## src/design/assert_macros.svh

```systemverilog
// assertion macros shared by the frame finder
`ifndef ASSERT_MACROS_SVH
`define ASSERT_MACROS_SVH

// same-cycle implication, checked outside reset
`define ASSERT_IMPLIES(label, clk, rst, cond, expr) \
  label: assert property (@(posedge clk) disable iff (rst) (cond) |-> (expr)) \
    else $error("assertion failed: same-cycle implication");

// next-cycle implication, checked outside reset
`define ASSERT_NEXT(label, clk, rst, cond, expr) \
  label: assert property (@(posedge clk) disable iff (rst) (cond) |=> (expr)) \
    else $error("assertion failed: next-cycle implication");

`endif

```

## src/design/tcff_pkg.sv

```systemverilog
// types, constants and title tables for the titled frame finder
`timescale 1ns / 1ps

package tcff_pkg;

  // frame limits
  localparam int unsigned MAX_FRAME = 1024;
  localparam int unsigned CNT_W     = $clog2(MAX_FRAME);
  localparam int unsigned LEN_SAT   = 1023;
  localparam int unsigned LEN_W     = 10;

  // title tables
  localparam int unsigned NUM_TITLES = 6;
  localparam int unsigned WIN_MAX    = 8;
  localparam int unsigned FILL_W     = $clog2(WIN_MAX);
  localparam int unsigned TLEN_W     = $clog2(WIN_MAX + 1);

  // queue between front and back
  localparam int unsigned QUEUE_DEPTH = 2;
  localparam int unsigned QPTR_W      = $clog2(QUEUE_DEPTH);
  localparam int unsigned QCNT_W      = $clog2(QUEUE_DEPTH + 1);

  // special characters
  localparam logic [7:0] CH_DOLLAR = 8'h24;
  localparam logic [7:0] CH_CR     = 8'h0D;
  localparam logic [7:0] CH_LF     = 8'h0A;

  typedef enum logic [2:0] {
    MSG_NONE    = 3'd0,
    MSG_INITACK = 3'd1,
    MSG_PING    = 3'd2,
    MSG_PONG    = 3'd3,
    MSG_MESSAGE = 3'd4,
    MSG_CCTXA   = 3'd5,
    MSG_NOJOB   = 3'd6
  } msg_type_t;

  typedef enum logic {
    PH_HUNT = 1'b0,
    PH_BODY = 1'b1
  } phase_t;

  localparam logic [7:0] TITLE_TEXT [NUM_TITLES][WIN_MAX] = '{
    '{8'h24, 8'h69, 8'h6E, 8'h69, 8'h74, 8'h61, 8'h63, 8'h6B},  // $initack
    '{8'h24, 8'h70, 8'h69, 8'h6E, 8'h67, 8'h00, 8'h00, 8'h00},  // $ping
    '{8'h24, 8'h70, 8'h6F, 8'h6E, 8'h67, 8'h00, 8'h00, 8'h00},  // $pong
    '{8'h24, 8'h6D, 8'h65, 8'h73, 8'h73, 8'h61, 8'h67, 8'h65},  // $message
    '{8'h24, 8'h43, 8'h43, 8'h54, 8'h58, 8'h41, 8'h00, 8'h00},  // $CCTXA
    '{8'h24, 8'h4E, 8'h4F, 8'h4A, 8'h4F, 8'h42, 8'h00, 8'h00}   // $NOJOB
  };

  localparam logic [TLEN_W-1:0] TITLE_LEN [NUM_TITLES] = '{
    TLEN_W'(8), TLEN_W'(5), TLEN_W'(5), TLEN_W'(8), TLEN_W'(6), TLEN_W'(6)
  };

  localparam msg_type_t TITLE_KIND [NUM_TITLES] = '{
    MSG_INITACK, MSG_PING, MSG_PONG, MSG_MESSAGE, MSG_CCTXA, MSG_NOJOB
  };

  // classified byte as it travels through the queue
  typedef struct packed {
    logic [7:0]                           data;
    logic                                 is_dollar;
    logic                                 is_cr;
    logic                                 is_lf;
    logic [NUM_TITLES-1:0][WIN_MAX-1:0]   char_match;
  } class_beat_t;

endpackage

```

## src/design/title_crlf_frame_finder.sv

```systemverilog
// top level of the titled, CR LF terminated frame finder
//
// Byte stream in on data_byte (in_valid / in_ready), one result beat out per
// input beat (out_valid / out_ready) carrying the echoed byte, title hit,
// body / done / overflow flags, message type, frame length and running XOR.
// A byte accepted on the input is registered first in the classify queue,
// then in the back end's output register.
// Throughput: one byte per cycle while the receiver keeps out_ready high,
// set by the back end updating its match and frame state for each byte.
// The input side keeps accepting while the output holds a result, until the
// two-entry queue fills; in_ready is simply "queue not full".
// When the receiver stalls, the output register holds its beat and the back
// end stops popping; the queue absorbs up to two more bytes, then in_ready
// drops.
// Reset (rst, synchronous) empties the queue and output register, and puts
// the finder back to hunting with an empty title window.
`timescale 1ns / 1ps
`include "assert_macros.svh"

module title_crlf_frame_finder import tcff_pkg::*; (
  input  logic              clk,
  input  logic              rst,
  input  logic              in_valid,
  output logic              in_ready,
  input  logic [7:0]        data_byte,
  output logic              out_valid,
  input  logic              out_ready,
  output logic [7:0]        echo_byte,
  output logic              title_hit,
  output logic              in_body,
  output logic              frame_done,
  output logic              overflow,
  output logic [2:0]        msg_type,
  output logic [LEN_W-1:0]  frame_length,
  output logic [7:0]        running_xor
);

  class_beat_t front_beat;
  class_beat_t q_beat;
  logic        q_full;
  logic        q_valid;
  logic        q_pop;
  logic        push;

  assign in_ready = !q_full;
  assign push     = in_valid && in_ready;

  // classify incoming bytes
  tcff_front u_front (
    .data_byte (data_byte),
    .beat      (front_beat)
  );

  // decoupling queue
  tcff_queue u_queue (
    .clk       (clk),
    .rst       (rst),
    .push      (push),
    .push_beat (front_beat),
    .full      (q_full),
    .pop       (q_pop),
    .pop_beat  (q_beat),
    .not_empty (q_valid)
  );

  // match, frame tracking and result register
  tcff_back u_back (
    .clk          (clk),
    .rst          (rst),
    .q_valid      (q_valid),
    .q_beat       (q_beat),
    .q_pop        (q_pop),
    .out_valid    (out_valid),
    .out_ready    (out_ready),
    .echo_byte    (echo_byte),
    .title_hit    (title_hit),
    .in_body      (in_body),
    .frame_done   (frame_done),
    .overflow     (overflow),
    .msg_type     (msg_type),
    .frame_length (frame_length),
    .running_xor  (running_xor)
  );

  // checks
  `ASSERT_IMPLIES(a_hit_fields, clk, rst, out_valid && title_hit, !in_body && !frame_done && !overflow && msg_type != MSG_NONE)
  `ASSERT_IMPLIES(a_end_in_body, clk, rst, out_valid && (frame_done || overflow), in_body && !(frame_done && overflow))
  `ASSERT_IMPLIES(a_hunt_quiet, clk, rst, out_valid && !title_hit && !in_body, msg_type == MSG_NONE && frame_length == '0 && running_xor == '0)
  `ASSERT_NEXT(a_pop_fills_out, clk, rst, q_pop, out_valid)

endmodule

```

## src/design/tcff_front.sv

```systemverilog
// front end: classifies each incoming byte against the title tables
`timescale 1ns / 1ps

module tcff_front import tcff_pkg::*; (
  input  logic [7:0]  data_byte,
  output class_beat_t beat
);

  // per-title, per-position character compares plus special characters
  always_comb begin
    beat.data      = data_byte;
    beat.is_dollar = (data_byte == CH_DOLLAR);
    beat.is_cr     = (data_byte == CH_CR);
    beat.is_lf     = (data_byte == CH_LF);
    for (int t = 0; t < NUM_TITLES; t++) begin
      for (int p = 0; p < WIN_MAX; p++) begin
        beat.char_match[t][p] = (data_byte == TITLE_TEXT[t][p]);
      end
    end
  end

endmodule

```

## src/design/tcff_queue.sv

```systemverilog
// short queue of classified beats between front and back
`timescale 1ns / 1ps

module tcff_queue import tcff_pkg::*; (
  input  logic        clk,
  input  logic        rst,
  input  logic        push,
  input  class_beat_t push_beat,
  output logic        full,
  input  logic        pop,
  output class_beat_t pop_beat,
  output logic        not_empty
);

  class_beat_t             entries [QUEUE_DEPTH];
  logic [QPTR_W-1:0]       wr_ptr;
  logic [QPTR_W-1:0]       rd_ptr;
  logic [QCNT_W-1:0]       count;
  logic [QCNT_W-1:0]       count_next;

  assign full      = (count == QCNT_W'(QUEUE_DEPTH));
  assign not_empty = (count != '0);
  assign pop_beat  = entries[rd_ptr];

  // occupancy update
  always_comb begin
    case ({push, pop})
      2'b10:   count_next = count + 1'b1;
      2'b01:   count_next = count - 1'b1;
      default: count_next = count;
    endcase
  end

  // pointers and count
  always_ff @(posedge clk) begin
    if (rst) begin
      wr_ptr <= '0;
      rd_ptr <= '0;
      count  <= '0;
    end else begin
      count <= count_next;
      if (push) begin
        wr_ptr <= (wr_ptr == QPTR_W'(QUEUE_DEPTH - 1)) ? '0 : wr_ptr + 1'b1;
      end
      if (pop) begin
        rd_ptr <= (rd_ptr == QPTR_W'(QUEUE_DEPTH - 1)) ? '0 : rd_ptr + 1'b1;
      end
    end
  end

  // storage
  always_ff @(posedge clk) begin
    if (push) begin
      entries[wr_ptr] <= push_beat;
    end
  end

endmodule

```

## src/design/tcff_back.sv

```systemverilog
// back end: title matching, frame tracking and the output register
`timescale 1ns / 1ps

module tcff_back import tcff_pkg::*; (
  input  logic              clk,
  input  logic              rst,
  input  logic              q_valid,
  input  class_beat_t       q_beat,
  output logic              q_pop,
  output logic              out_valid,
  input  logic              out_ready,
  output logic [7:0]        echo_byte,
  output logic              title_hit,
  output logic              in_body,
  output logic              frame_done,
  output logic              overflow,
  output logic [2:0]        msg_type,
  output logic [LEN_W-1:0]  frame_length,
  output logic [7:0]        running_xor
);

  // state
  phase_t                  phase;
  phase_t                  phase_next;
  logic [FILL_W-1:0]       fill;
  logic [FILL_W-1:0]       fill_next;
  logic [NUM_TITLES-1:0]   cand;
  logic [NUM_TITLES-1:0]   cand_next;
  logic [7:0]              win_xor;
  logic [7:0]              win_xor_next;
  msg_type_t               kind_held;
  msg_type_t               kind_held_next;
  logic [CNT_W-1:0]        count;
  logic [CNT_W-1:0]        count_next;
  logic [7:0]              xor_acc;
  logic [7:0]              xor_acc_next;
  logic                    prior_cr;
  logic                    prior_cr_next;

  // matching terms
  logic                    advance;
  logic [NUM_TITLES-1:0]   survive;
  logic [NUM_TITLES-1:0]   complete;
  logic                    any_hit;
  msg_type_t               hit_kind;
  logic [TLEN_W-1:0]       fill_inc;
  logic [CNT_W-1:0]        count_inc;
  logic [7:0]              xor_body;
  logic                    body_ovf;
  logic                    body_done;

  // result fields
  logic                    r_hit;
  logic                    r_body;
  logic                    r_done;
  logic                    r_ovf;
  msg_type_t               r_kind;
  logic [LEN_W-1:0]        r_len;
  logic [7:0]              r_xor;

  assign advance = q_valid && (!out_valid || out_ready);
  assign q_pop   = advance;

  // candidate titles that still match after this byte
  always_comb begin
    fill_inc = TLEN_W'(fill) + 1'b1;
    for (int t = 0; t < NUM_TITLES; t++) begin
      survive[t]  = cand[t] && (TLEN_W'(fill) < TITLE_LEN[t]) &&
                    q_beat.char_match[t][fill];
      complete[t] = survive[t] && (fill_inc == TITLE_LEN[t]);
    end
    any_hit  = |complete;
    hit_kind = MSG_NONE;
    for (int t = NUM_TITLES - 1; t >= 0; t--) begin
      if (complete[t]) begin
        hit_kind = TITLE_KIND[t];
      end
    end
  end

  // body byte bookkeeping
  always_comb begin
    count_inc = count + 1'b1;
    xor_body  = xor_acc ^ q_beat.data;
    body_ovf  = (count_inc == CNT_W'(MAX_FRAME - 1));
    body_done = !body_ovf && q_beat.is_lf && prior_cr;
  end

  // next phase
  always_comb begin
    case (phase)
      PH_HUNT: phase_next = any_hit ? PH_BODY : PH_HUNT;
      PH_BODY: phase_next = (body_ovf || body_done) ? PH_HUNT : PH_BODY;
      default: phase_next = PH_HUNT;
    endcase
  end

  // next datapath state and result fields
  always_comb begin
    fill_next      = fill;
    cand_next      = cand;
    win_xor_next   = win_xor;
    kind_held_next = kind_held;
    count_next     = count;
    xor_acc_next   = xor_acc;
    prior_cr_next  = prior_cr;
    r_hit          = 1'b0;
    r_body         = 1'b0;
    r_done         = 1'b0;
    r_ovf          = 1'b0;
    r_kind         = MSG_NONE;
    r_len          = '0;
    r_xor          = '0;
    case (phase)
      PH_HUNT: begin
        if (any_hit) begin
          fill_next      = '0;
          cand_next      = '1;
          win_xor_next   = '0;
          kind_held_next = hit_kind;
          count_next     = CNT_W'(fill_inc);
          xor_acc_next   = win_xor ^ q_beat.data;
          prior_cr_next  = q_beat.is_cr;
          r_hit          = 1'b1;
          r_kind         = hit_kind;
          r_len          = LEN_W'(fill_inc);
          r_xor          = win_xor ^ q_beat.data;
        end else if (|survive) begin
          fill_next    = fill_inc[FILL_W-1:0];
          cand_next    = survive;
          win_xor_next = win_xor ^ q_beat.data;
        end else if (q_beat.is_dollar) begin
          // resync onto the new title start
          fill_next    = FILL_W'(1);
          cand_next    = '1;
          win_xor_next = q_beat.data;
        end else begin
          fill_next    = '0;
          cand_next    = '1;
          win_xor_next = '0;
        end
      end
      PH_BODY: begin
        count_next    = count_inc;
        xor_acc_next  = xor_body;
        prior_cr_next = q_beat.is_cr;
        r_body        = 1'b1;
        r_done        = body_done;
        r_ovf         = body_ovf;
        r_kind        = kind_held;
        r_len         = (32'(count_inc) > LEN_SAT) ? LEN_W'(LEN_SAT) : LEN_W'(count_inc);
        r_xor         = xor_body;
        if (body_ovf || body_done) begin
          fill_next      = '0;
          cand_next      = '1;
          win_xor_next   = '0;
          kind_held_next = MSG_NONE;
        end
      end
      default: begin
        fill_next = '0;
      end
    endcase
  end

  // state registers and output valid
  always_ff @(posedge clk) begin
    if (rst) begin
      phase     <= PH_HUNT;
      fill      <= '0;
      cand      <= '1;
      win_xor   <= '0;
      kind_held <= MSG_NONE;
      count     <= '0;
      xor_acc   <= '0;
      prior_cr  <= 1'b0;
      out_valid <= 1'b0;
    end else begin
      if (advance) begin
        phase     <= phase_next;
        fill      <= fill_next;
        cand      <= cand_next;
        win_xor   <= win_xor_next;
        kind_held <= kind_held_next;
        count     <= count_next;
        xor_acc   <= xor_acc_next;
        prior_cr  <= prior_cr_next;
        out_valid <= 1'b1;
      end else if (out_ready) begin
        out_valid <= 1'b0;
      end
    end
  end

  // output payload register
  always_ff @(posedge clk) begin
    if (advance) begin
      echo_byte    <= q_beat.data;
      title_hit    <= r_hit;
      in_body      <= r_body;
      frame_done   <= r_done;
      overflow     <= r_ovf;
      msg_type     <= r_kind;
      frame_length <= r_len;
      running_xor  <= r_xor;
    end
  end

endmodule
```

## config.mk

```make
export PLATFORM = sky130hd
export DESIGN_NAME = title_crlf_frame_finder
export DESIGN_NICKNAME = d
export VERILOG_FILES = /design/src/design/tcff_pkg.sv /design/src/design/title_crlf_frame_finder.sv /design/src/design/tcff_front.sv /design/src/design/tcff_queue.sv /design/src/design/tcff_back.sv
export VERILOG_INCLUDE_DIRS = /design/src /design/src/design
export SDC_FILE = /design/constraint.sdc
export NUM_CORES = 1
export LEC_CHECK = 0
export ABC_CLOCK_PERIOD_IN_PS = 5000
export CORE_MARGIN = 2
export CORE_UTILIZATION = 50
export CTS_CLUSTER_DIAMETER = 100
export DETAILED_ROUTE_END_ITERATION = 7
export DONT_BUFFER_PORTS = 1
export PLACE_DENSITY = 0.62
export SYNTH_ARGS = -nofsm -noshare
export SYNTH_HDL_FRONTEND = slang
export SYNTH_HIERARCHICAL = 1
export SYNTH_SLANG_ARGS = --single-unit
```

## constraint.sdc

```tcl
create_clock -name clk -period 5 [get_ports clk]
set_input_delay 0 -clock clk [delete_from_list [all_inputs] [get_ports clk]]
set_output_delay 0 -clock clk [all_outputs]
set_load 0.02 [all_outputs]
```

Word level (Yosys, flattened, before mapping)
Memory sizes are Yosys's and may differ from the RTL's. A register that Yosys moved wholly into a read port is not among the register bits.
Index checks and enable logic that the tools add are counted.
W data, S select, Z words.

word-level totals
  memories = 1
  memory bits (writable) = 118
  output and inout port bits = 35
  input port bits = 12
  register bits after elaboration = 78

operators by class
  $lt $le $gt $ge = 3
  reductions and logical operators = 34
  add/sub/neg operators = 6
  bitwise gates (word level) = 3
  multiplexer cells = 59
  equal/unequal tests = 32

memory list
  memory           words  bits a word  rd ports  clocked after Yosys merged registers in  wr ports  RTL line          text
  u_queue.entries  2      59           1         1                                        1         tcff_queue.sv:15  class_beat_t entries [QUEUE_DEPTH];

operator list
  kind                     count
  $eq A8 B7 Y1 const B     20
  $mux W8                  6
  $pmux W8 S2              3
  $pmux W10 S2             2
  $mux W3                  11
  $logic_and A1 B1 Y1      20
  $mux W1                  19
  $bmux W1 S3              6
  $mux W6                  3
  $pmux W3 S2              3
  $eq A8 B4 Y1 const B     2
  $xor A8 B8 Y8            2
  $pmux W6 S2              1
  $reduce_or A6 Y1         2
  $add A10 B1 Y10 const B  1
  $eq A10 B10 Y1 const B   1
  $mux W10                 1
  $eq A4 B3 Y1 const B     2
  $eq A8 B6 Y1 const B     1
  $logic_not A8 Y1         1
  $lt A3 B3 Y1 const B     2
  $reduce_bool A2 Y1       3
  $add A3 B1 Y4 const B    1
  $eq A2 B2 Y1 const B     2
  other kinds (16)         22

Depth between registers and ports, before layout
  depth after elaboration = 12
  mapped depth = 13

Hierarchy
Netlist, hierarchy kept.

by module, submodules not included
  module                   area an instance (sq um)  cells each  seq. area each (sq um)  times used
  tcff_queue               4463.0                    206         3643.5                  1
  tcff_back                4376.7                    480         1811.7                  1
  tcff_front               549.3                     76          0.0                     1
  title_crlf_frame_finder  10.0                      2           0.0                     1

Least setup slack after synthesis
OpenSTA, ideal clock, no wires.

  path kind = reg-to-reg
  start point = reg u_queue.count[0]
  end point = mem u_queue/entries[0][0] in the netlist's numbering (enable)
  clock period less this slack = 3800 ps
  library setup time = 476 ps
  arrival = 3324 ps
  slack = 1200 ps
  stages on the path, launching flop included = 5
  path buffers = 0
  data required time = 4524 ps
  cells stage by stage = dfxtp_1 -> and2b_2 -> nor2b_1 -> inv_1 -> nor2_1

between the ends
  word-level cells in the longest chain between the ends = 5

ends and longest elaborated chain
  item                           RTL line                       text
  start: declaration             tcff_queue.sv:18               logic [QCNT_W-1:0] count;
  start signal: assignment       tcff_queue.sv:41               count <= count_next;
  $eq A2 B2 Y1                   tcff_queue.sv:21               assign full = (count == QCNT_W'(QUEUE_DEPTH));
  via q_full                     title_crlf_frame_finder.sv:40  logic q_full;
  $logic_not A1 Y1               title_crlf_frame_finder.sv:45  assign in_ready = !q_full;
  $logic_and A1 B1 Y1            title_crlf_frame_finder.sv:46  assign push = in_valid && in_ready;
  via push                       title_crlf_frame_finder.sv:43  logic push;
  $mux W1                        tcff_queue.sv:53               if (push) begin
  $mux W1 (not written as such)  tcff_queue.sv:54               entries[wr_ptr] <= push_beat;
  end: declaration               tcff_queue.sv:15

The timed path passes the listed nets, and every way through them passes these cells.

==> metrics.yaml <==
setup_path:
  path_max_fanout: 38
  critPathSlowestCell: "dfxtp_2"
  reg2reg_slack_ps: 930
  cp-end-kind: "flop"
  critPathTopFamily: "compound AO/OA/AOI/OAI gates"
  crit_chain: "buf_4 > mux2_2 > mux2i_1 > o22ai_1 > o2111ai_1 > o211ai_2 > nor2_1 > o21ai_0"
  worstPathArrival_ps: 4190
  startpoint_type: "flop"
  cp_num_buf_inv: 1
  slowest_delay_ps: 910
  timing.rr.end: "u_back/frame_length[1]$_DFFE_PP_"
  reg2regPathDepth: 8
  worst-path-stages: 8
  critPathRequiredTime_ps: 5120
  critical_path_class: "reg -> reg"
floorplan:
  die_area_um2: 18300
  io_pins: 47
  dieWidth_um: 135
  initial_utilization_pct: 51.6
  std_cell_rows: 47
  core_um2: 16700
  die_h_um: 135
timing:
  finalSetupViolCount: 0
  hold_viol_final: 0
  slew_viol_final: 0
  relSlewSlack_pct: 28.2
  fin_setup_tns_ps: 0
  period_minus_slack_ps: 4070
  clock_skew_ps: 8.65
  final.period_utilization_pct: 81.5
  worst_slew_pin_slew_ps: 1070
  max_freq_ghz: 0.245
  rsz0062_at_grt: "no"
layout:
  layout_common_cells: "edfxtp_1 (131), mux2_2 (53), nand2_1 (45), dfxtp_1 (45), o21ai_0 (43)"
  final_common_cell: "edfxtp_1"
  antenna_cells: 0
  fin_util_pct: 55.6
  multiInputGateArea_um2: 3250
  drive_above_1_share_pct: 17.5
  nNetsFinal: 709
  nFillCells: 1398
  synthToLayoutAreaGrowth_pct: 7.76
  seq_area_um2: 4860
detailed_routing:
  viasPerCell: 6.10
  num_vias: 5627
  drt_iter0_markers: 458
  wirelength_mm: 17.7
  drt_first_pass_iters: 5
  drcViolationCount: 0
  ant_nets: 0
  post_drt_wl_per_cell_um: 19.2
min_path:
  hold-path-cell-count: 2
  hp-start: "data_byte[3]"
  min_path_type: "in -> reg"
  min_to: "u_queue/entries[0][41]$_DFFE_PP_"
clock_tree:
  cts_tree: "built"
  cts_sinks: 177
  cts_buffer_depth: 2
  cts_buffers: 17
  clk_latency_ps: 430
  htreeDepth: 4
  cts_setup_buffers: 0
  clock-root-buffer: "clkbuf_16"
  clk_pin_slew_ps: 60
global_route:
  grt_pass1_wl_mm: 28.9
  grt_max_degree: 50
  overflow: 0
  grt_usage_pct: 20.4
  grt_pass1_vias: 5547
  antenna_found_initial: 0
power_and_ir_drop:
  power.density_nw_per_um2: 539
  ir_drop_mv: 0.310
  leakagePower_nw: 3.10
run_status:
  status: "finished clean"
run:
  cap_viol_max_count: 0
yosys:
  synthCells: 724
  synthesis.area_um2: 8610
  avgSynthCellArea_um2: 11.9
  syn_nets: 743
  ys.warnings.count: 6
place:
  portBuffers: 0
  place.gp.congestion: 0.846
  hpwlAfterDp_mm: 11.5
## final cells by class
class | count | area share, %
flip-flops and latches | 177 | 52.3
multi-input cells | 448 | 35.0
clock buffers | 19 | 4.66
inverters | 23 | 0.930
clock inverters | 13 | 1.75
repair buffers | 23 | 2.35
well taps | 220 | 2.97
## power breakdown
group          internal, mW  leakage [nW]  switching [mW]
logic                 0.501          1.17           0.782
clock network         0.786         0.283           0.551
registers              1.99          1.64           0.397
total                  3.27          3.10            1.73
## flip-flops by register name (all words and copies together) (netlist names), 6 cells and up, named ones only
| signal | count |
|---|---|
| u_back/echo_byte | 8 |
| u_queue/entries | 98 |
| u_back/xor_acc | 8 |
| u_back/cand | 6 |
| u_back/running_xor | 8 |
| u_back/count | 10 |
| u_back/win_xor | 8 |
| u_back/frame_length | 10 |
## per-stage QoR
step           area [µm²]  power [mW]  cells  hold slack, ps  worst slack, ps
3_3_place_gp         8530        3.62    877            74.0             1010
3_5_place_dp         8530        3.67    877            74.6              958
6_report             9280        5.00    923            17.2              926
4_1_cts              9280        5.03    923            4.85              929
5_1_grt              9280        5.26    923            39.3              543
2_1_floorplan        8610        3.37    724            69.1             1630
## how the worst max path moves through the flow
stage	end	slack, ps	from
after floorplan	u_queue/entries[0][0]$_DFFE_PP_	1630	u_queue/count[0]$_SDFFE_PP0P_
after global placement	u_back/frame_length[1]$_DFFE_PP_	1010	flop
after detailed placement	u_back/frame_length[1]$_DFFE_PP_	960	flop
after CTS	u_back/frame_length[1]$_DFFE_PP_	930	flop
after global routing	u_back/frame_length[1]$_DFFE_PP_	540	flop
final	u_back/frame_length[1]$_DFFE_PP_	930	flop
## layer usage
layer	vias up	track usage (%)	share of wire [%]
met1	2768	27.2	44
met2	197	32.1	49
met5	-	0	0
li1	2627	-	-
met4	0	9.43	2.7
met3	35	4.45	4.4
## what timing repair did
action                                 CTS  global route
gates resized for setup                  0             0
hold buffers                            14             0
endpoints found under the hold margin  102             0
Power figures use the tool's default switching activity.
